==> src/complex_to_scaled_amplitude_assert.svh <==
// Assertion macros for the RTL.
`ifndef COMPLEX_TO_SCALED_AMPLITUDE_ASSERT_SVH
`define COMPLEX_TO_SCALED_AMPLITUDE_ASSERT_SVH

// Checked at every rising clock edge; the check is dropped while rst is high.
`define CTSA_ASSERT(name, clk, rst, prop) \
   name: assert property (@(posedge clk) disable iff (rst) prop) \
      else $error("ctsa assertion failed");

// Checked at every rising clock edge, reset included.
`define CTSA_ASSERT_ALWAYS(name, clk, prop) \
   name: assert property (@(posedge clk) prop) \
      else $error("ctsa assertion failed");

`endif

==> src/ctsa_pkg.sv <==
`default_nettype none

package ctsa_pkg;

   localparam int SAMPLE_WIDTH = 24;
   localparam int MAG_W        = SAMPLE_WIDTH;       // |sample| fits unsigned
   localparam int SUM_W        = 2 * MAG_W;          // re^2 + im^2
   localparam int ROOT_W       = SUM_W / 2;          // floor sqrt width
   localparam int REM_W        = ROOT_W + 2;         // sqrt remainder
   localparam int OVERLAP_W    = 7;
   localparam int FRAME_W      = 5;
   localparam int AMP_W        = 30;
   localparam int PROD_W       = ROOT_W + OVERLAP_W;
   localparam int WIDE_W       = PROD_W + AMP_W;
   localparam int CSR_INDEX_W  = 2;
   localparam int CSR_DATA_W   = OVERLAP_W;

   // front end 3 stages, one per root bit, scaler 2 stages
   localparam int LATENCY      = 3 + ROOT_W + 2;

   localparam logic [AMP_W-1:0]     AMP_MAX       = {AMP_W{1'b1}};
   localparam logic [OVERLAP_W-1:0] OVERLAP_RESET = OVERLAP_W'(1);
   localparam logic [FRAME_W-1:0]   FRAME_RESET   = FRAME_W'(6);

   typedef enum logic [CSR_INDEX_W-1:0] {
      CSR_OVERLAP = CSR_INDEX_W'(0),
      CSR_FRAME   = CSR_INDEX_W'(1)
   } csr_index_type;

   // Data handed from one square root cell to the next.
   typedef struct packed {
      logic              valid;
      logic [SUM_W-1:0]  rad;    // radicand bits not yet consumed, MSB first
      logic [REM_W-1:0]  rem;
      logic [ROOT_W-1:0] root;
   } sqrt_stage_type;

endpackage

`default_nettype wire

==> src/ctsa_sumsq.sv <==
`default_nettype none

module ctsa_sumsq (
   input  wire logic                                  clock,
   input  wire logic                                  reset,
   input  wire logic                                  accept,
   input  wire logic signed [ctsa_pkg::SAMPLE_WIDTH-1:0] real_part,
   input  wire logic signed [ctsa_pkg::SAMPLE_WIDTH-1:0] imag_part,
   output ctsa_pkg::sqrt_stage_type                   stage_out
);

   logic                          v0_ff, v1_ff, v2_ff;
   logic [ctsa_pkg::MAG_W-1:0]    re_mag_ff, im_mag_ff;
   logic [ctsa_pkg::MAG_W-1:0]    re_mag_in, im_mag_in;
   logic [ctsa_pkg::SUM_W-1:0]    re_sq_ff, im_sq_ff, sum_ff;

   // two's complement magnitude; the most negative value maps to 2^(W-1)
   always_comb begin
      re_mag_in = real_part[ctsa_pkg::SAMPLE_WIDTH-1] ?
                  ctsa_pkg::MAG_W'(~real_part + 1'b1) : ctsa_pkg::MAG_W'(real_part);
      im_mag_in = imag_part[ctsa_pkg::SAMPLE_WIDTH-1] ?
                  ctsa_pkg::MAG_W'(~imag_part + 1'b1) : ctsa_pkg::MAG_W'(imag_part);
   end

   always_ff @(posedge clock) begin
      if (reset) begin
         v0_ff <= 1'b0;
         v1_ff <= 1'b0;
         v2_ff <= 1'b0;
      end else begin
         v0_ff <= accept;
         v1_ff <= v0_ff;
         v2_ff <= v1_ff;
      end
   end

   always_ff @(posedge clock) begin
      re_mag_ff <= re_mag_in;
      im_mag_ff <= im_mag_in;
      re_sq_ff  <= ctsa_pkg::SUM_W'(re_mag_ff) * ctsa_pkg::SUM_W'(re_mag_ff);
      im_sq_ff  <= ctsa_pkg::SUM_W'(im_mag_ff) * ctsa_pkg::SUM_W'(im_mag_ff);
      sum_ff    <= re_sq_ff + im_sq_ff;
   end

   always_comb begin
      stage_out.valid = v2_ff;
      stage_out.rad   = sum_ff;
      stage_out.rem   = '0;
      stage_out.root  = '0;
   end

endmodule

`default_nettype wire

==> config.mk <==
export PLATFORM = sky130hd
export DESIGN_NAME = ctsa_sumsq
export DESIGN_NICKNAME = d
export VERILOG_FILES = /design/src/complex_to_scaled_amplitude_assert.svh /design/src/ctsa_pkg.sv /design/src/ctsa_sumsq.sv
export SDC_FILE = /design/constraint.sdc
export NUM_CORES = 2
export LEC_CHECK = 0
export BUFFER_PORTS_ARGS = -buffer_cell sky130_fd_sc_hd__buf_2
export CAP_MARGIN = 20
export CORE_AREA = 2 2 376 192
export CTS_CLUSTER_SIZE = 25
export DETAILED_ROUTE_END_ITERATION = 10
export DIE_AREA = 0 0 378 194
export PLACE_DENSITY = 0.83
export SETUP_SLACK_MARGIN = 0.15
export SYNTH_ARGS = -nofsm -noshare
export SYNTH_HDL_FRONTEND = slang
export SYNTH_SLANG_ARGS = --single-unit
==> constraint.sdc <==
create_clock -name clock -period 14.52 [get_ports clock]
set_input_delay 0 -clock clock [delete_from_list [all_inputs] [get_ports clock]]
set_output_delay 0 -clock clock [all_outputs]
set_load 0.005 [all_outputs]
==> results_dict.tcl <==
set metrics [dict create \
    slowest_delay_ns 1.02 \
    synthXorXnorAreaFrac 0.04204 \
    cap_violations 0 \
    start_util 0.5736 \
    synth_area_leaders "fa_1 (42%), ha_1 (13%), inv_1 (11%)" \
    worstRegToRegCells 25 \
    hp-class "in -> reg" \
    cts_sinks 193 \
    die_area_sq_um 73330 \
    core_area_sq_um 70100 \
    synth_most_common_cell "inv_1" \
    cts_tree "done" \
    antenna_found_initial 0 \
    yosys.area_share.simple 0.1088 \
    clock_skew_ns 0.02367 \
    startpoint_type "flip-flop" \
    finalCritPeriodShare 0.5698 \
    tns_ns 0 \
    crit_buf_inv 7 \
    post_cts_resized 0 \
    cp-end-kind "flip-flop" \
    die_x_um 378 \
    ys_ff_latch 193 \
    cp.required_ns 14.94 \
    grt_setup_unrepaired "false" \
    vias 29100 \
    crit_path_top_delay_cell "dfxtp_1" \
    postRouteAntennaNets 0 \
    drt-initial-drc-count 2540 \
    synth_commonest_cells "inv_1 (1224), fa_1 (846), ha_1 (402)" \
    run_status "finished clean" \
    port_buffers 99 \
    tightest_slew_ns 1.258 \
    critPathKind "reg -> reg" \
    min_period_ns 8.273 \
    synth_top_family_by_area "adder cells" \
    critPathArrivalTime_ns 8.69 \
    setup_viol 0 \
    drc 0 \
    path_depth 25 \
    cp_top_family "adder cells" \
    syn_area_sq_um 40210 \
    fp.dieH_um 194 \
    syn_area_per_cell_sq_um 9.203 \
    synth_cell_types 75 \
    grt_pass1_wl_mm 165.8 \
    routed_via_density 5.353 \
    wl_mm 100.0 \
    syn2layout_area_growth_pct 6.694 \
    synthMuxAreaShare 0.001058 \
    rows 69 \
    clk_pin_slew_ns 0.09 \
    clk_latency_ns 0.48 \
    overflow 0 \
    final_max_slew_viol_count 0 \
    async_flop_share 0 \
    grt_usage 0.2869 \
    whs_path_depth 2 \
    yosys_warnings 0 \
    htreeDepth 4 \
    ys_seq_area_frac 0.09609 \
    routedWlPerCell_um 18.40 \
    antenna_cells 0 \
    synth-adder-area-share 0.5463 \
    synth_top_area_cell "fa_1" \
    finalNetCount 5764 \
    netlist.area_leader.share 0.4212 \
    cts-buffers-inserted 17 \
    ys.flop_type "dfxtp_1" \
    cts_max_path_buffers 2 \
    dp_hpwl_mm 80.92 \
    grt_pass1_vias 31720 \
    path_max_fanout 24 \
    max_slew_margin 0.1604 \
    routabilityCongestion 0.9921 \
    synth_compound_area_frac 0.06977 \
    synth_edf_count 0 \
    boundaryPins 150 \
    drt_pass1_iterations 5 \
    fmax_mhz 120.9 \
    hold_viol_final 0 \
    drive_gt1_frac 0.04332 \
    synthCells 4369 \
    clockRootBuffer "clkbuf_16" \
    grt_max_degree 26 \
]
[placed cells by master (no fill, tap or decap), drive strengths merged, types with 26 or more instances in the layout]
cell	netlist	final
buf	52	133
nor2	100	100
dfxtp	193	193
o21ai	79	79
nand4	26	26
xnor2	137	137
xor2	56	56
nand3	30	30
inv	1224	1230
a21o	63	63
dlygate4sd3	0	75
conb	1	50
nand2	385	385
and2	230	230
a21oi	160	160
ha	402	402
fa	846	846
[sequential cells by signal, indices dropped and copies added (netlist names)]
signal,count
v0_ff,1
sum_ff,48
im_sq_ff,47
re_sq_ff,47
v2_ff,1
im_mag_ff,24
re_mag_ff,24
v1_ff,1
[what timing repair did]
action	CTS	global route
hold buffers	75	0
endpoints found under the hold margin	51	0
setup buffers	0	0
[final timing paths]
kind	from	to	slack, ns
max	im_mag_ff[2]	im_sq_ff[46]	6.25
min	real_part[0]	re_mag_ff[0]	0.21
max reg2reg	im_mag_ff[2]	im_sq_ff[46]	6.25
min reg2reg	v1_ff	v2_ff	0.45
[layer usage]
layer | routed length (um) | GRT usage | vias up | share of wire
li1 | - | - | 13110 | -
met1 | 43440 | 0.4181 | 14510 | 0.43
met2 | 42930 | 0.4217 | 1337 | 0.43
met3 | 11420 | 0.08497 | 145 | 0.11
met4 | 2236 | 0.06743 | 0 | 0.022
met5 | 0 | 0 | - | 0
[layout make-up]
class                           instances  area [sq um]
Sequential cell                       193          3864
Timing Repair Buffer                  208          1544
Clock inverter                         14         193.9
Multi-Input combinational cell       2821         31060
Fill cell                            5603         27200
Tap cell                              958          1199
Clock buffer                           18         439.2
Inverter                             1224          4594
[kinds of logic after synthesis]
group / count (synthesis)
adders and majority gates: 1248
AOI/OAI and AO/OA: 434
other: 1
DFF: 193
xor gates and xnor gates: 193
buffers and inverters: 1404
and+or+nand+nor: 892
muxes: 4
[per-stage QoR]
step	setup slack (ns)	instances	utilization	hold WS, ns	area [sq um]
3_3_place_gp	6.748	5325	0.5912	0.1396	41440
3_5_place_dp	6.544	5325	0.5912	0.1448	41440
5_1_grt	5.950	5436	0.6119	0.1973	42900
2_1_floorplan	7.674	4418	-	0.02772	40390
4_1_cts	6.500	5432	0.6109	0.1828	42830
6_report	6.247	5436	0.6119	0.2129	42900
Power is left out: the tool's default activity adds up to more than one toggle a clock period on the data nets, which glitch-free logic cannot reach.
