===== src/complex_to_scaled_amplitude_assert.svh =====
// Assertion macros for the RTL.
`ifndef COMPLEX_TO_SCALED_AMPLITUDE_ASSERT_SVH
`define COMPLEX_TO_SCALED_AMPLITUDE_ASSERT_SVH

// Checked at every rising clock edge; the check is dropped while rst is high.
`define CTSA_ASSERT(name, clk, rst, prop) \
   name: assert property (@(posedge clk) disable iff (rst) prop) \
      else $error("ctsa assertion failed");

// Checked at every rising clock edge, reset included.
`define CTSA_ASSERT_ALWAYS(name, clk, prop) \
   name: assert property (@(posedge clk) prop) \
      else $error("ctsa assertion failed");

`endif


===== src/ctsa_pkg.sv =====
`default_nettype none

package ctsa_pkg;

   localparam int SAMPLE_WIDTH = 24;
   localparam int MAG_W        = SAMPLE_WIDTH;       // |sample| fits unsigned
   localparam int SUM_W        = 2 * MAG_W;          // re^2 + im^2
   localparam int ROOT_W       = SUM_W / 2;          // floor sqrt width
   localparam int REM_W        = ROOT_W + 2;         // sqrt remainder
   localparam int OVERLAP_W    = 7;
   localparam int FRAME_W      = 5;
   localparam int AMP_W        = 30;
   localparam int PROD_W       = ROOT_W + OVERLAP_W;
   localparam int WIDE_W       = PROD_W + AMP_W;
   localparam int CSR_INDEX_W  = 2;
   localparam int CSR_DATA_W   = OVERLAP_W;

   // front end 3 stages, one per root bit, scaler 2 stages
   localparam int LATENCY      = 3 + ROOT_W + 2;

   localparam logic [AMP_W-1:0]     AMP_MAX       = {AMP_W{1'b1}};
   localparam logic [OVERLAP_W-1:0] OVERLAP_RESET = OVERLAP_W'(1);
   localparam logic [FRAME_W-1:0]   FRAME_RESET   = FRAME_W'(6);

   typedef enum logic [CSR_INDEX_W-1:0] {
      CSR_OVERLAP = CSR_INDEX_W'(0),
      CSR_FRAME   = CSR_INDEX_W'(1)
   } csr_index_type;

   // Data handed from one square root cell to the next.
   typedef struct packed {
      logic              valid;
      logic [SUM_W-1:0]  rad;    // radicand bits not yet consumed, MSB first
      logic [REM_W-1:0]  rem;
      logic [ROOT_W-1:0] root;
   } sqrt_stage_type;

endpackage

`default_nettype wire


===== src/ctsa_scale.sv =====
`default_nettype none

module ctsa_scale (
   input  wire logic                              clock,
   input  wire logic                              reset,
   input  wire ctsa_pkg::sqrt_stage_type          stage_in,
   input  wire logic [ctsa_pkg::OVERLAP_W-1:0]    overlap_factor,
   input  wire logic [ctsa_pkg::FRAME_W-1:0]      frame_log2,
   output logic                                   amp_valid,
   output logic [ctsa_pkg::AMP_W-1:0]             amplitude
);

   logic [ctsa_pkg::OVERLAP_W-1:0] ov;
   logic                           pv_ff, av_ff;
   logic [ctsa_pkg::PROD_W-1:0]    prod_ff;
   logic [ctsa_pkg::PROD_W-1:0]    shifted;
   logic [ctsa_pkg::WIDE_W-1:0]    wide;
   logic [ctsa_pkg::AMP_W-1:0]     amp_ff, amp_in;

   // overlap of zero counts as one
   assign ov = (overlap_factor == '0) ? ctsa_pkg::OVERLAP_W'(1) : overlap_factor;

   always_comb begin
      shifted = prod_ff >> frame_log2;
      wide    = ctsa_pkg::WIDE_W'(shifted);
      amp_in  = (|wide[ctsa_pkg::WIDE_W-1:ctsa_pkg::AMP_W]) ?
                ctsa_pkg::AMP_MAX : wide[ctsa_pkg::AMP_W-1:0];
   end

   always_ff @(posedge clock) begin
      if (reset) begin
         pv_ff <= 1'b0;
         av_ff <= 1'b0;
      end else begin
         pv_ff <= stage_in.valid;
         av_ff <= pv_ff;
      end
   end

   always_ff @(posedge clock) begin
      prod_ff <= ctsa_pkg::PROD_W'(stage_in.root) * ctsa_pkg::PROD_W'(ov);
      amp_ff  <= amp_in;
   end

   assign amp_valid = av_ff;
   assign amplitude = amp_ff;

endmodule

`default_nettype wire


===== config.mk =====
export PLATFORM = sky130hd
export DESIGN_NAME = ctsa_scale
export DESIGN_NICKNAME = d
export VERILOG_FILES = /design/src/complex_to_scaled_amplitude_assert.svh /design/src/ctsa_pkg.sv /design/src/ctsa_scale.sv
export SDC_FILE = /design/constraint.sdc
export NUM_CORES = 1
export LEC_CHECK = 0
export BUFFER_PORTS_ARGS = -buffer_cell sky130_fd_sc_hd__clkbuf_2
export CAP_MARGIN = 20
export CORE_UTILIZATION = 25
export DETAILED_ROUTE_END_ITERATION = 6
export PLACE_DENSITY = 0.39
export SLEW_MARGIN = 20
export SYNTH_ARGS = -nofsm -noshare
export SYNTH_HDL_FRONTEND = slang
export SYNTH_SLANG_ARGS = --single-unit

===== constraint.sdc =====
create_clock -name clock -period 10.35 [get_ports clock]
set_input_delay 3.105 -clock clock [delete_from_list [all_inputs] [get_ports clock]]
set_output_delay 3.105 -clock clock [all_outputs]
set_load 0.03 [all_outputs]

==> out/qor.csv <==
metric;value;unit
worst_clock_skew;0.007438;ns
clock_sinks;63;
hold_ws;0.4356;ns
core;0.03196;mm2
yosys.area_share.simple;18.35;%
initial_core_util;25.68;%
synth-main-ff-cell;dfxtp_1;
synthesis.nets;1208;
clkTransAtPathRegs;0.05;ns
antenna_found_initial;0;
wl;20.13;mm
cts_tree;yes;
area_growth;11.57;%
dpl_cell_area;0.008857;mm2
status;finished clean;
drv_cap;0;
io_pins;144;
r2r-end;amplitude[7];
synth_compound_area_share;12.85;%
grt_pass1_wl;33.84;mm
drive_above_1_share;12.28;%
drtIter0Drc;262;
max-slew-margin-rel;40.09;%
path_common_cell;fa_1;
yosys.cell_types.count;59;
rsz0062_at_grt;no;
ys_seq_area_share;15.37;%
gr-total-overflow;0;
fillers;3452;
avgViaCountPerCell;4.477;
pwr_density_cell;239.0;mW/mm2
yosysTopAreaCell;fa_1;
slew_viol_final;0;
post_cts_buffers;0;
design_power_total;2.189;mW
htreeDepth;3;
die_y;183.2;um
vias;6321;
reg2reg_depth;4;
place_ws;2.139;ns
cp-start-kind;input port;
worst_r2r_startpoint;prod_ff[30];
cp_num_buf_inv;4;
synth_mux_area_share;7.363;%
path_cells;clkbuf_2 -> nand2_1 -> fa_1 -> inv_1 -> fa_1 -> fa_1 -> inv_1 -> fa_1 -> inv_1 -> ha_1 -> a21oi_2 -> o21ai_0 -> a221oi_2 -> a311oi_1 -> a311oi_1 -> a21oi_1 -> xor2_1;
setup_viol;0;
critPathMaxFanout;25;
yosys-top-cells-count;inv_1, nand2_1, fa_1, and2_1, dfxtp_1;
min_period_over_period;75.42;%
drt_drc_violations_left;0;
tns;0;ns
finalHoldViolCount;0;
worstHoldPathType;reg -> reg;
synth_area_leaders;fa_1, dfxtp_1, and2_1;
setup.worst_path.class;in -> reg;
syn_inst;937;
grt_pass1_vias;6587;
port_buffers;69;
post-route-min-period;7.806;ns
cp.arrival;8.03;ns
max_stage_delay;0.53;ns
synth_most_common_cell;inv_1;
cts-root-buf;clkbuf_16;
async_flop_share;0;%
required;10.57;ns
worstHoldPathCells;1;
wl_per_cell;14.26;um
synth_seq_cells;63;
synth_top_cell_area_share;26.59;%
grt_start_max_net_pins;47;
synth_area_per_cell;8.760;um2
worst_pin_slew;0.8987;ns
globalplace.congestion;0.7983;
first_pass_iters;7;
cts_resized;0;
synthXorXnorAreaFrac;2.774;%
dieArea;0.03356;mm2
die_w;183.2;um
slowest_stage;fa_1;
synth_top_family_by_area;adder cells;
min_to;amp_valid;
clock_latency;0.34;ns
cp_top_family;adder cells;
cts_hold_buf;0;
reg2reg_slack;8.40;ns
synth_edf_count;0;
final_antenna_net_count;0;
cts_made_buffers;9;
p_leak;4.412;nW
grtUsageTotal;12.57;%
synth_warnings;0;
min_from;pv_ff;
worst_setup_path_end_kind;register;
max_freq;128.1;MHz
ir_worst_vdd;84.32;uV
syn-cell-area;0.008208;mm2
synth_fa_ha_area_share;34.05;%
dp_hpwl;16.30;mm
timing.final.ws_setup;2.544;ns
fin_area;0.009158;mm2
n_antenna_cell;0;
clock_path_buffers;2;
core.rowCount;65;
nets;1243;
## metrics by stage
stage | util (%) | instances
floorplan | - | 937
finish | 28.65 | 1412
global route | 28.65 | 1412
detailed placement | 27.71 | 1396
CTS | 28.65 | 1412
global placement | 27.71 | 1396
## cells by family after synthesis
logic type | after synthesis
simple gates | 301
buf+inv | 183
compound gates | 164
fa+ha+maj | 158
flops | 63
mux | 42
xor+xnor | 26
## worst reg2reg max path, cell delays in order (launching register included)
cell and delay, ns:
dfxtp_1 0.44, nor3b_2 0.59, a21oi_1 0.35, a221o_1 0.36, o21ai_0 0.11
## area by class of cell
type	instances	area (um2)	share of cell area, %
clock inverters	5	57.56	0.6285
flip-flops and latches	63	1261	13.77
clock buffers	11	242.7	2.651
inverters	138	518.0	5.657
repair buffers	69	345.3	3.771
multi-input cells	691	6188	67.58
well taps	435	544.3	5.943
## state kept, by name, summed over array words and instances (netlist names)
| name | flops |
|---|---|
| prod_ff | 31 |
| amplitude | 30 |
| amp_valid | 1 |
| pv_ff | 1 |
## cell usage in the layout, fill, tap and decap left out, drive strengths merged, types with 7 or more instances in the layout
cell type / Yosys / layout
mux4: 14 / 14
inv: 138 / 138
a211oi: 9 / 9
fa: 109 / 109
nand2: 124 / 124
nor2: 28 / 28
ha: 49 / 49
dfxtp: 63 / 63
nor2b: 7 / 7
mux2: 7 / 7
and2: 102 / 102
mux2i: 21 / 21
xor2: 12 / 12
nor3: 12 / 12
xnor2: 14 / 14
a21o: 17 / 17
o21ai: 30 / 30
a21oi: 63 / 63
clkbuf: 30 / 80
## power breakdown
group	total [mW]	switching, mW	internal [mW]
registers	0.393	0.0510	0.342
logic	1.50	0.893	0.604
clock network	0.298	0.106	0.192
## per-layer routing
metal	up-vias	track usage [%]	wire [um]
li1	3123	-	-
met1	3094	17.18	10110
met2	93	21.11	9346
met3	11	1.589	519
met4	0	2.667	156
met5	-	0	0
## how the worst max path moves through the flow
stage | from | end | slack [ns] | cells past startpoint
floorplan | overlap_factor[1] | prod_ff[28] | 2.90 | 18
global placement | overlap_factor[1] | prod_ff[28] | 2.10 | 17
detailed placement | overlap_factor[1] | prod_ff[28] | 2.14 | 17
CTS | overlap_factor[1] | prod_ff[28] | 2.50 | 17
global route | overlap_factor[1] | prod_ff[28] | 2.22 | 17
finish | overlap_factor[2] | prod_ff[28] | 2.54 | 17
Power figures use the tool's default switching activity.
