===== config.mk =====
export PLATFORM = sky130hd
export DESIGN_NAME = ctsa_sqrt_cell
export DESIGN_NICKNAME = d
export VERILOG_FILES = /design/src/complex_to_scaled_amplitude_assert.svh /design/src/ctsa_pkg.sv /design/src/ctsa_sqrt_cell.sv
export SDC_FILE = /design/constraint.sdc
export NUM_CORES = 1
export LEC_CHECK = 0
export BUFFER_PORTS_ARGS = -buffer_cell sky130_fd_sc_hd__buf_2
export CORE_MARGIN = 1
export CORE_UTILIZATION = 48
export DETAILED_ROUTE_END_ITERATION = 6
export PLACE_DENSITY = 0.84
export SLEW_MARGIN = 20
export SYNTH_ARGS = -nofsm -noshare
export SYNTH_HDL_FRONTEND = slang
export SYNTH_SLANG_ARGS = --single-unit
export TNS_END_PERCENT = 20

===== constraint.sdc =====
create_clock -name clock -period 3.9 [get_ports clock]
set_input_delay 0.195 -clock clock [delete_from_list [all_inputs] [get_ports clock]]
set_output_delay 0.195 -clock clock [all_outputs]
set_load 0.02 [all_outputs]

===== src/complex_to_scaled_amplitude_assert.svh =====
// Assertion macros for the RTL.
`ifndef COMPLEX_TO_SCALED_AMPLITUDE_ASSERT_SVH
`define COMPLEX_TO_SCALED_AMPLITUDE_ASSERT_SVH

// Checked at every rising clock edge; the check is dropped while rst is high.
`define CTSA_ASSERT(name, clk, rst, prop) \
   name: assert property (@(posedge clk) disable iff (rst) prop) \
      else $error("ctsa assertion failed");

// Checked at every rising clock edge, reset included.
`define CTSA_ASSERT_ALWAYS(name, clk, prop) \
   name: assert property (@(posedge clk) prop) \
      else $error("ctsa assertion failed");

`endif


===== src/ctsa_pkg.sv =====
`default_nettype none

package ctsa_pkg;

   localparam int SAMPLE_WIDTH = 24;
   localparam int MAG_W        = SAMPLE_WIDTH;       // |sample| fits unsigned
   localparam int SUM_W        = 2 * MAG_W;          // re^2 + im^2
   localparam int ROOT_W       = SUM_W / 2;          // floor sqrt width
   localparam int REM_W        = ROOT_W + 2;         // sqrt remainder
   localparam int OVERLAP_W    = 7;
   localparam int FRAME_W      = 5;
   localparam int AMP_W        = 30;
   localparam int PROD_W       = ROOT_W + OVERLAP_W;
   localparam int WIDE_W       = PROD_W + AMP_W;
   localparam int CSR_INDEX_W  = 2;
   localparam int CSR_DATA_W   = OVERLAP_W;

   // front end 3 stages, one per root bit, scaler 2 stages
   localparam int LATENCY      = 3 + ROOT_W + 2;

   localparam logic [AMP_W-1:0]     AMP_MAX       = {AMP_W{1'b1}};
   localparam logic [OVERLAP_W-1:0] OVERLAP_RESET = OVERLAP_W'(1);
   localparam logic [FRAME_W-1:0]   FRAME_RESET   = FRAME_W'(6);

   typedef enum logic [CSR_INDEX_W-1:0] {
      CSR_OVERLAP = CSR_INDEX_W'(0),
      CSR_FRAME   = CSR_INDEX_W'(1)
   } csr_index_type;

   // Data handed from one square root cell to the next.
   typedef struct packed {
      logic              valid;
      logic [SUM_W-1:0]  rad;    // radicand bits not yet consumed, MSB first
      logic [REM_W-1:0]  rem;
      logic [ROOT_W-1:0] root;
   } sqrt_stage_type;

endpackage

`default_nettype wire


===== src/ctsa_sqrt_cell.sv =====
`default_nettype none

// One restoring square root step: consumes two radicand bits, yields one root bit.
module ctsa_sqrt_cell (
   input  wire logic                     clock,
   input  wire logic                     reset,
   input  wire ctsa_pkg::sqrt_stage_type stage_in,
   output ctsa_pkg::sqrt_stage_type      stage_out
);

   logic [ctsa_pkg::REM_W+1:0] acc;
   logic [ctsa_pkg::REM_W+1:0] trial;
   logic [ctsa_pkg::REM_W+1:0] diff;
   logic                       take;
   logic                       valid_ff;
   ctsa_pkg::sqrt_stage_type   data_ff, data_in;

   always_comb begin
      acc   = {stage_in.rem, stage_in.rad[ctsa_pkg::SUM_W-1 -: 2]};
      trial = (ctsa_pkg::REM_W + 2)'({stage_in.root, 2'b01});
      diff  = acc - trial;
      take  = (acc >= trial);
      data_in       = stage_in;
      data_in.valid = stage_in.valid;
      data_in.rad   = stage_in.rad << 2;
      data_in.rem   = take ? diff[ctsa_pkg::REM_W-1:0] : acc[ctsa_pkg::REM_W-1:0];
      data_in.root  = {stage_in.root[ctsa_pkg::ROOT_W-2:0], take};
   end

   always_ff @(posedge clock) begin
      if (reset) begin
         valid_ff <= 1'b0;
      end else begin
         valid_ff <= stage_in.valid;
      end
   end

   always_ff @(posedge clock) begin
      data_ff <= data_in;
   end

   always_comb begin
      stage_out       = data_ff;
      stage_out.valid = valid_ff;
   end

endmodule

`default_nettype wire


==> tab_implementation.tex, run 1 <==
\begin{tabular}{lr}
\hline
Metric & Value \\
\hline
\multicolumn{2}{l}{\textbf{Status}} \\
\quad Run status & finished, final reports clean \\
\multicolumn{2}{l}{\textbf{Pwr}} \\
\quad Total Power Consumption & 2.458 mW \\
\quad Switching power summed over all nets & just under 0.8 mW \\
\quad Fraction of power consumed by combinational cells & between 20 and 30\% \\
\quad Leak & between 2 and 3 nW \\
\quad Clock Power Share & 26.5\% \\
\quad Net Sw Frac & about a third \\
\quad Register share of total power & about 46\% \\
\quad Internal Pwr Total & 1.667 mW \\
\quad Max VDD drop & between 0.15 and 0.2 mV \\
\quad PD cells & 427.2 nW/µm² \\
\multicolumn{2}{l}{\textbf{GRT}} \\
\quad Gr usage total & between 20\% and 30\% \\
\quad Wire length of the first global-routing pass & $\sim$18 mm \\
\quad Number of global-route vias before repair & around 3600 \\
\quad Number of antenna violations at the first check in global routing & 0 \\
\quad Pin count of the biggest net entering global routing & 19 \\
\quad Total grt overflow & 0 \\
\multicolumn{2}{l}{\textbf{Routing}} \\
\quad Avg Vias per Cell & 5.007 \\
\quad ANT nets after route & 0 \\
\quad First-pass detailed-route iteration total & 4 \\
\quad DRC marker count from the first detailed-route iteration & approximately 150 \\
\quad Wire length after detailed routing & 12.26 mm \\
\quad Total number of vias & 3650 \\
\quad Detail-routed net length per standard cell & around 17 µm \\
\quad DR DRC count & 0 \\
\multicolumn{2}{l}{\textbf{Cells and area}} \\
\quad Combined area of the multi-input logic cells & between 1500 and 2000 µm² \\
\quad Most common cell after layout, fill and taps aside & buf\_2 \\
\quad Footprint of the flip-flops and latches & about 1900 µm² \\
\quad Number of diodes added for antenna fixing & 0 \\
\quad Signed area change from the synthesized netlist to the final layout & 51.48\% \\
\quad Fraction of final layout cells sized beyond drive strength 1 & 38.92\% \\
\quad Number of filler cells placed in the layout & 521 \\
\quad Final nets & $\sim$750 \\
\quad Highest-count cells in the layout ignoring fill and taps & 197 x buf\_2, 97 x dfxtp\_1, 70 x dlygate4sd3\_1 \\
\multicolumn{2}{l}{\textbf{Synthesis}} \\
\quad Share of the synthesized area in the top cell type & between 50\% and 60\% \\
\quad Distinct cell type count after synthesis & 50 \\
\quad FF+latch count, synth & 97 \\
\quad Warning count from the yosys run & 0 \\
\quad Seq/Total Area, Yosys & approximately half \\
\quad Biggest area contributors in the synthesized netlist & dfxtp\_1 51\%, ha\_1 8.6\%, mux2\_4 6.3\%, xnor2\_1 3.0\%, inv\_1 3.0\% \\
\quad Count of mapped cells out of synthesis & between 300 and 400 \\
\quad Post-synth EDFFs & 0 \\
\quad Most frequently used flop master after synthesis & dfxtp\_1 \\
\quad Area of the mapped netlist & around 3800 µm² \\
\quad Dominant cell type by area after synthesis & dfxtp\_1 \\
\quad Mean instance size in the synthesized netlist & approximately 11 µm² \\
\quad Post-synthesis async set-or-reset flop share & 0\% \\
\multicolumn{2}{l}{\textbf{Worst setup path}} \\
\quad Max stage delay on crit path & between 0.5 and 0.6 ns \\
\quad Category of the worst setup path launch point & input port \\
\quad Worst-path cell chain & dlygate4sd3\_1 > buf\_2 > inv\_1 > ha\_1 > nand2\_1 > o21ai\_0 > a31oi\_1 > a31oi\_2 > nor2\_2 > o21ai\_4 > buf\_4 > mux2\_2 \\
\quad CP Capture Type & flop \\
\quad Library cell contributing the largest single delay on the critical path & dlygate4sd3\_1 \\
\quad Cell type group with the largest total delay on the critical path & buffers and inverters \\
\quad Arrival time at the worst endpoint & 3.18 ns \\
\quad Bufs and invs on worst path & 4 \\
\quad Biggest fanout along the worst timing path & 14 \\
\quad Type of the worst setup path & in2reg \\
\quad Worst EP required & around 4.2 ns \\
\multicolumn{2}{l}{\textbf{Clocking}} \\
\quad Clk pin slew, worst setup/hold paths & roughly 0.11 ns \\
\quad TritonCTS clock tree & built \\
\quad Maximum level of the CTS H-tree & 3 \\
\quad Number of buffers created by CTS & 9 \\
\quad Clk root buf & clkbuf\_8 \\
\quad Post-CTS repair timing setup buffer count & 0 \\
\quad \# clock sinks & 97 \\
\quad Clock buffer depth & 2 \\
\quad Cts repair resizes & 0 \\
\multicolumn{2}{l}{\textbf{STA}} \\
\quad Smallest hold slack & 0.05056 ns \\
\quad Share of the clock period used by the worst path after layout & around 75\% \\
\quad Peak Freq & around 0.34 GHz \\
\quad Min Clock Period, post-route & $\sim$3 ns \\
\quad Final hold violations & 0 \\
\quad Transition time at the pin with the least slew margin & approximately 0.49 ns \\
\quad Number of failing setup endpoints in the final timing report & 0 \\
\quad Crit path setup slack, layout & roughly 0.99 ns \\
\quad Max-slew violation count & 0 \\
\quad Tightest slew margin relative to the limit & about two thirds \\
\quad Setup tns final & 0 ns \\
\quad RSZ-0062 raised after global routing & false \\
\multicolumn{2}{l}{\textbf{Floorplan}} \\
\quad Io pins & 200 \\
\quad Placement Rows & 32 \\
\quad Die width & between 90 and 100 µm \\
\quad Core area & 7687 µm² \\
\quad Initial core utilization & 49.41\% \\
\quad Total Die Area & 8274 µm² \\
\quad Die Span Y & approximately 90 µm \\
\multicolumn{2}{l}{\textbf{Placed design}} \\
\quad Number of port buffers & a little under 200 \\
\quad Post-place setup slack & 1.155 ns \\
\quad Post-DP HPWL & approximately 7.6 mm \\
\quad Routability cong. & around 0.86 \\
\multicolumn{2}{l}{\textbf{Flow run}} \\
\quad Number of maximum-capacitance violations & 0 \\
\multicolumn{2}{l}{\textbf{Worst hold path}} \\
\quad Worst Hold Class & in2reg \\
\hline
\end{tabular}
timing repair:
| action | in CTS | in global routing |
|---|---|---|
| setup endpoints to repair | 0 | 0 |
| hold endpoints to repair | 70 | 0 |
| hold buffers | 70 | 0 |
synth_stat cells (all sizes together), types with 2 or more instances:
library cell and count:
dfxtp 97, inv 30, ha 26, a21oi 22
mux2 22, nand2 21, nor2 18, o21ai 17
xnor2 13, xor2 10, buf 7, a211oi 6
a21o 6, nor3 6, nor2b 4, and2 3
and3 3, nand2b 3, o211ai 3, o21a 3
a31oi 2, a41oi 2, and4 2, mux2i 2
nand4 2, o21bai 2, o31ai 2
layer usage:
layer	vias up	global-route usage [%]	wire length, µm
met5	-	0	0
met1	1698	30.92	4729
met4	0	13.23	490
met2	175	52.08	6180
li1	1739	-	-
met3	38	8.459	858
through the flow:
stage / util [%] / instances / area (µm²)
4_1_cts: 74.85 / 729 / 5754
3_3_place_gp: 63.20 / 643 / 4858
3_5_place_dp: 63.20 / 643 / 4858
2_1_floorplan: - / 349 / 3802
5_1_grt: 74.85 / 729 / 5754
6_report: 74.85 / 729 / 5754
logic make-up after synthesis:
family	after synthesis	share of synthesized area, %
AO/OA/AOI/OAI	72	12.58
XOR/XNOR	23	5.303
adder cells (fa/ha/maj)	26	8.564
buffers and inverters	37	4.875
flip-flops	97	51.12
multiplexers	24	8.630
other	1	0.09872
AND/OR/NAND/NOR	68	8.828
cell type report:
class / count / share of cell area (%)
clock buffer: 10 / 2.392
clock inverter: 6 / 1.000
tap: 102 / 2.218
inverter: 30 / 1.957
sequential: 97 / 33.75
multi-input combinational: 215 / 29.12
timing repair buffer: 269 / 29.57
path summary, 6_finish.rpt:
| kind | start | to | cells after the start |
|---|---|---|---|
| max | stage_in[13] | stage_out[27]$_DFF_P_ | 12 |
| min | stage_in[36] | stage_out[38]$_DFF_P_ | 2 |
flip-flops by register name (all words and copies together), names as in the netlist:
name	flops
stage_out	96
valid_ff	1
power groups by stage:
stage,clock [mW],sequential [mW],combinational (mW)
after floorplan,0,1.27,0.282
after global placement,0,1.14,0.599
after detailed placement,0,1.14,0.613
after CTS,0.643,1.12,0.670
after global routing,0.696,1.13,0.731
final,0.653,1.12,0.686
Note: power is estimated with default switching activity, not from simulation.
==> inputs of run 2 (changes only) <==
Settings changed: CORE_UTILIZATION 48 to 40, PLACE_DENSITY 0.84 to 0.75.
Clock period 3.9 ns to 2.5 ns, I/O delays scaled along.
==> run 2 against run 1 <==
  * Non-clock buffer count is 24 higher
  * Routed wire length is 2.0% lower
  * Core utilization is 8.9 points lower
  * Sequential power is 55% higher
  * Clock power is 70% higher
  * Global-route usage is 5.5 points lower
  * Flip-flop and latch count stayed put
  * Critical path type unchanged
  * Critical endpoint is now stage_out[42]$_DFF_P_
  * Highest routed layer unchanged
==> tab_implementation.tex, run 2 (synthesis results as in run 1) <==
\begin{tabular}{lr}
\hline
Metric & Value \\
\hline
\multicolumn{2}{l}{\textbf{Worst setup path}} \\
\quad Max stage delay on crit path & 0.55 ns (+0.02 ns) \\
\quad Category of the worst setup path launch point & input port \\
\quad Worst-path cell chain & dlygate4sd3\_1 > buf\_2 > inv\_1 > ha\_1 > a21o\_1 > nor2b\_1 > a21oi\_2 > or2\_4 > a221o\_1 > a21oi\_1 > xnor2\_1 > mux2\_4 \\
\quad Arrival time at the worst endpoint & 2.74 ns (-0.44 ns) \\
\quad Type of the worst setup path & in2reg \\
\quad Worst EP required & 2.76 ns (-1.40 ns) \\
\quad CP Capture Type & flop \\
\quad Bufs and invs on worst path & 3 (-1) \\
\quad Cell type group with the largest total delay on the critical path & compound AO/OA/AOI/OAI gates \\
\quad Library cell contributing the largest single delay on the critical path & dlygate4sd3\_1 \\
\quad Biggest fanout along the worst timing path & 4 (-10) \\
\multicolumn{2}{l}{\textbf{Cells and area}} \\
\quad Number of diodes added for antenna fixing & 0 (unchanged) \\
\quad Highest-count cells in the layout ignoring fill and taps & 197 x buf\_2, 97 x dfxtp\_1, 87 x dlygate4sd3\_1 \\
\quad Number of filler cells placed in the layout & 658 (+26\%) \\
\quad Signed area change from the synthesized netlist to the final layout & 60.41\% \\
\quad Fraction of final layout cells sized beyond drive strength 1 & 39.48\% (+0.56 points) \\
\quad Footprint of the flip-flops and latches & 1942 µm² (unchanged) \\
\quad Combined area of the multi-input logic cells & 1703 µm² (+1.6\%) \\
\quad Most common cell after layout, fill and taps aside & buf\_2 \\
\quad Max reg flops & 96 (unchanged) \\
\quad Final nets & 773 (+3.2\%) \\
\quad Post-layout util & 65.94\% (-8.9 points) \\
\multicolumn{2}{l}{\textbf{Placed design}} \\
\quad Routability cong. & 0.8263 (-3.4\%) \\
\quad Number of port buffers & 197 (unchanged) \\
\quad Post-DP HPWL & 7.641 mm (+0.88\%) \\
\quad Post-place setup slack & 0.03817 ns (-1.117 ns) \\
\multicolumn{2}{l}{\textbf{STA}} \\
\quad Peak Freq & approximately 0.4 GHz \\
\quad Number of failing setup endpoints in the final timing report & 0 (unchanged) \\
\quad Share of the clock period used by the worst path after layout & between 90\% and 100\% \\
\quad Final hold violations & 0 (unchanged) \\
\quad Crit path setup slack, layout & 0.01180 ns (-0.9738 ns) \\
\quad Max-slew violation count & 0 (unchanged) \\
\quad RSZ-0062 raised after global routing & true \\
\quad Min Clock Period, post-route & about 2.5 ns \\
\multicolumn{2}{l}{\textbf{Routing}} \\
\quad Wire length after detailed routing & 12.01 mm (-2.0\%) \\
\quad ANT nets after route & 0 (unchanged) \\
\quad Total number of vias & 3626 (-0.66\%) \\
\quad Detail-routed net length per standard cell & 15.40 µm (-8.4\%) \\
\quad DRC marker count from the first detailed-route iteration & 72 (-51\%) \\
\quad DR DRC count & 0 (unchanged) \\
\quad First-pass detailed-route iteration total & 4 (unchanged) \\
\quad Avg Vias per Cell & 4.649 (-7.2\%) \\
\multicolumn{2}{l}{\textbf{Floorplan}} \\
\quad Total Die Area & 9890 µm² (+20\%) \\
\quad Io pins & 200 (unchanged) \\
\quad Die width & 99.45 µm (+9.3\%) \\
\quad Core area & 9240 µm² (+20\%) \\
\quad Die Span Y & 99.45 µm (+9.3\%) \\
\quad Initial core utilization & 41.11\% (-8.3 points) \\
\quad Placement Rows & 35 (+9.4\%) \\
\multicolumn{2}{l}{\textbf{GRT}} \\
\quad Number of antenna violations at the first check in global routing & 0 (unchanged) \\
\quad Pin count of the biggest net entering global routing & 21 (+2) \\
\quad Wire length of the first global-routing pass & 17.95 mm (-1.9\%) \\
\quad Total grt overflow & 0 (unchanged) \\
\quad Number of global-route vias before repair & 3707 (+1.7\%) \\
\quad Gr usage total & 23.35\% (-5.5 points) \\
\multicolumn{2}{l}{\textbf{Worst hold path}} \\
\quad Number of instances on the worst hold path & 2 (unchanged) \\
\quad Hold path startpoint & stage\_in[28] \\
\quad Worst hold endpoint & stage\_out[30]\$\_DFF\_P\_ \\
\quad Worst Hold Class & in2reg \\
\multicolumn{2}{l}{\textbf{Clocking}} \\
\quad \# clock sinks & 97 (unchanged) \\
\quad Maximum level of the CTS H-tree & 3 (unchanged) \\
\quad Clk root buf & clkbuf\_8 \\
\quad Clk pin slew, worst setup/hold paths & 0.10 ns (about the same) \\
\quad Clock buffer depth & 2 (unchanged) \\
\quad TritonCTS clock tree & built \\
\quad Number of buffers created by CTS & 9 (unchanged) \\
\multicolumn{2}{l}{\textbf{Pwr}} \\
\quad PD cells & 651.0 nW/µm² (+52\%) \\
\quad Leak & 3.062 nW (+4.3\%) \\
\quad Max VDD drop & 0.3228 mV (+81\%) \\
\quad Total Power Consumption & 3.967 mW (+61\%) \\
\multicolumn{2}{l}{\textbf{Status}} \\
\quad Run status & finished, final reports clean \\
\multicolumn{2}{l}{\textbf{Flow run}} \\
\quad Number of maximum-capacitance violations & 0 (unchanged) \\
\hline
\end{tabular}
-- run 2: final cells by class --
| class | count | area share, % |
|---|---|---|
| tap | 129 | 2.649 |
| clock buffer | 9 | 2.033 |
| clock inverter | 7 | 1.581 |
| sequential | 97 | 31.87 |
| inverter | 30 | 1.848 |
| timing repair buffer | 293 | 32.07 |
| multi-input combinational | 215 | 27.95 |
-- run 2: worst max-delay path by stage --
stage / from / endpoint / slack [ns] / cells past startpoint
2_1_floorplan: stage_in[0] / stage_out[32]$_DFF_P_ / 0.25 / 11
3_3_place_gp: stage_in[0] / stage_out[26]$_DFF_P_ / 0.12 / 12
3_5_place_dp: stage_in[0] / stage_out[27]$_DFF_P_ / 0.04 / 12
4_1_cts: stage_in[39] / stage_out[28]$_DFF_P_ / 0.02 / 10
5_1_grt: stage_in[5] / stage_out[47]$_DFF_P_ / -0.03 / 12
6_report: stage_in[5] / stage_out[42]$_DFF_P_ / 0.01 / 12
-- run 2: report_power, final --
part / switching [mW] / internal, mW / leakage (nW)
Clock: 0.616 / 0.494 / 0.108
Combinational: 0.583 / 0.530 / 2.14
Sequential: 0.0429 / 1.70 / 0.818
Total: 1.24 / 2.72 / 3.06
-- run 2: metrics by stage --
stage	hold slack (ns)	cells	instance area (µm²)	setup TNS (ns)
2_1_floorplan	0.1527	349	3802	0
3_3_place_gp	0.2271	674	4935	0
3_5_place_dp	0.2286	674	4935	0
4_1_cts	0.001315	777	6026	0
5_1_grt	0.001759	780	6093	-0.1063
6_report	0.02610	780	6093	0
-- run 2: metal layers --
layer  track usage, %  part of all wire, %  vias to the layer above
met1            24.34                   40                     1664
met2            42.68                   50                      149
li1                 -                    -                     1792
met3            6.817                  7.0                       21
met4            11.65                  2.8                        0
met5                0                    0                        -
-- run 2: what timing repair did --
| item | 4_1_cts | 5_1_grt |
|---|---|---|
| setup buffers | 0 | 2 |
| hold buffers | 87 | 0 |
| gates resized for setup | 0 | 10 |
| endpoints found under the setup margin | 0 | 23 |
| hold endpoints to repair | 87 | 0 |
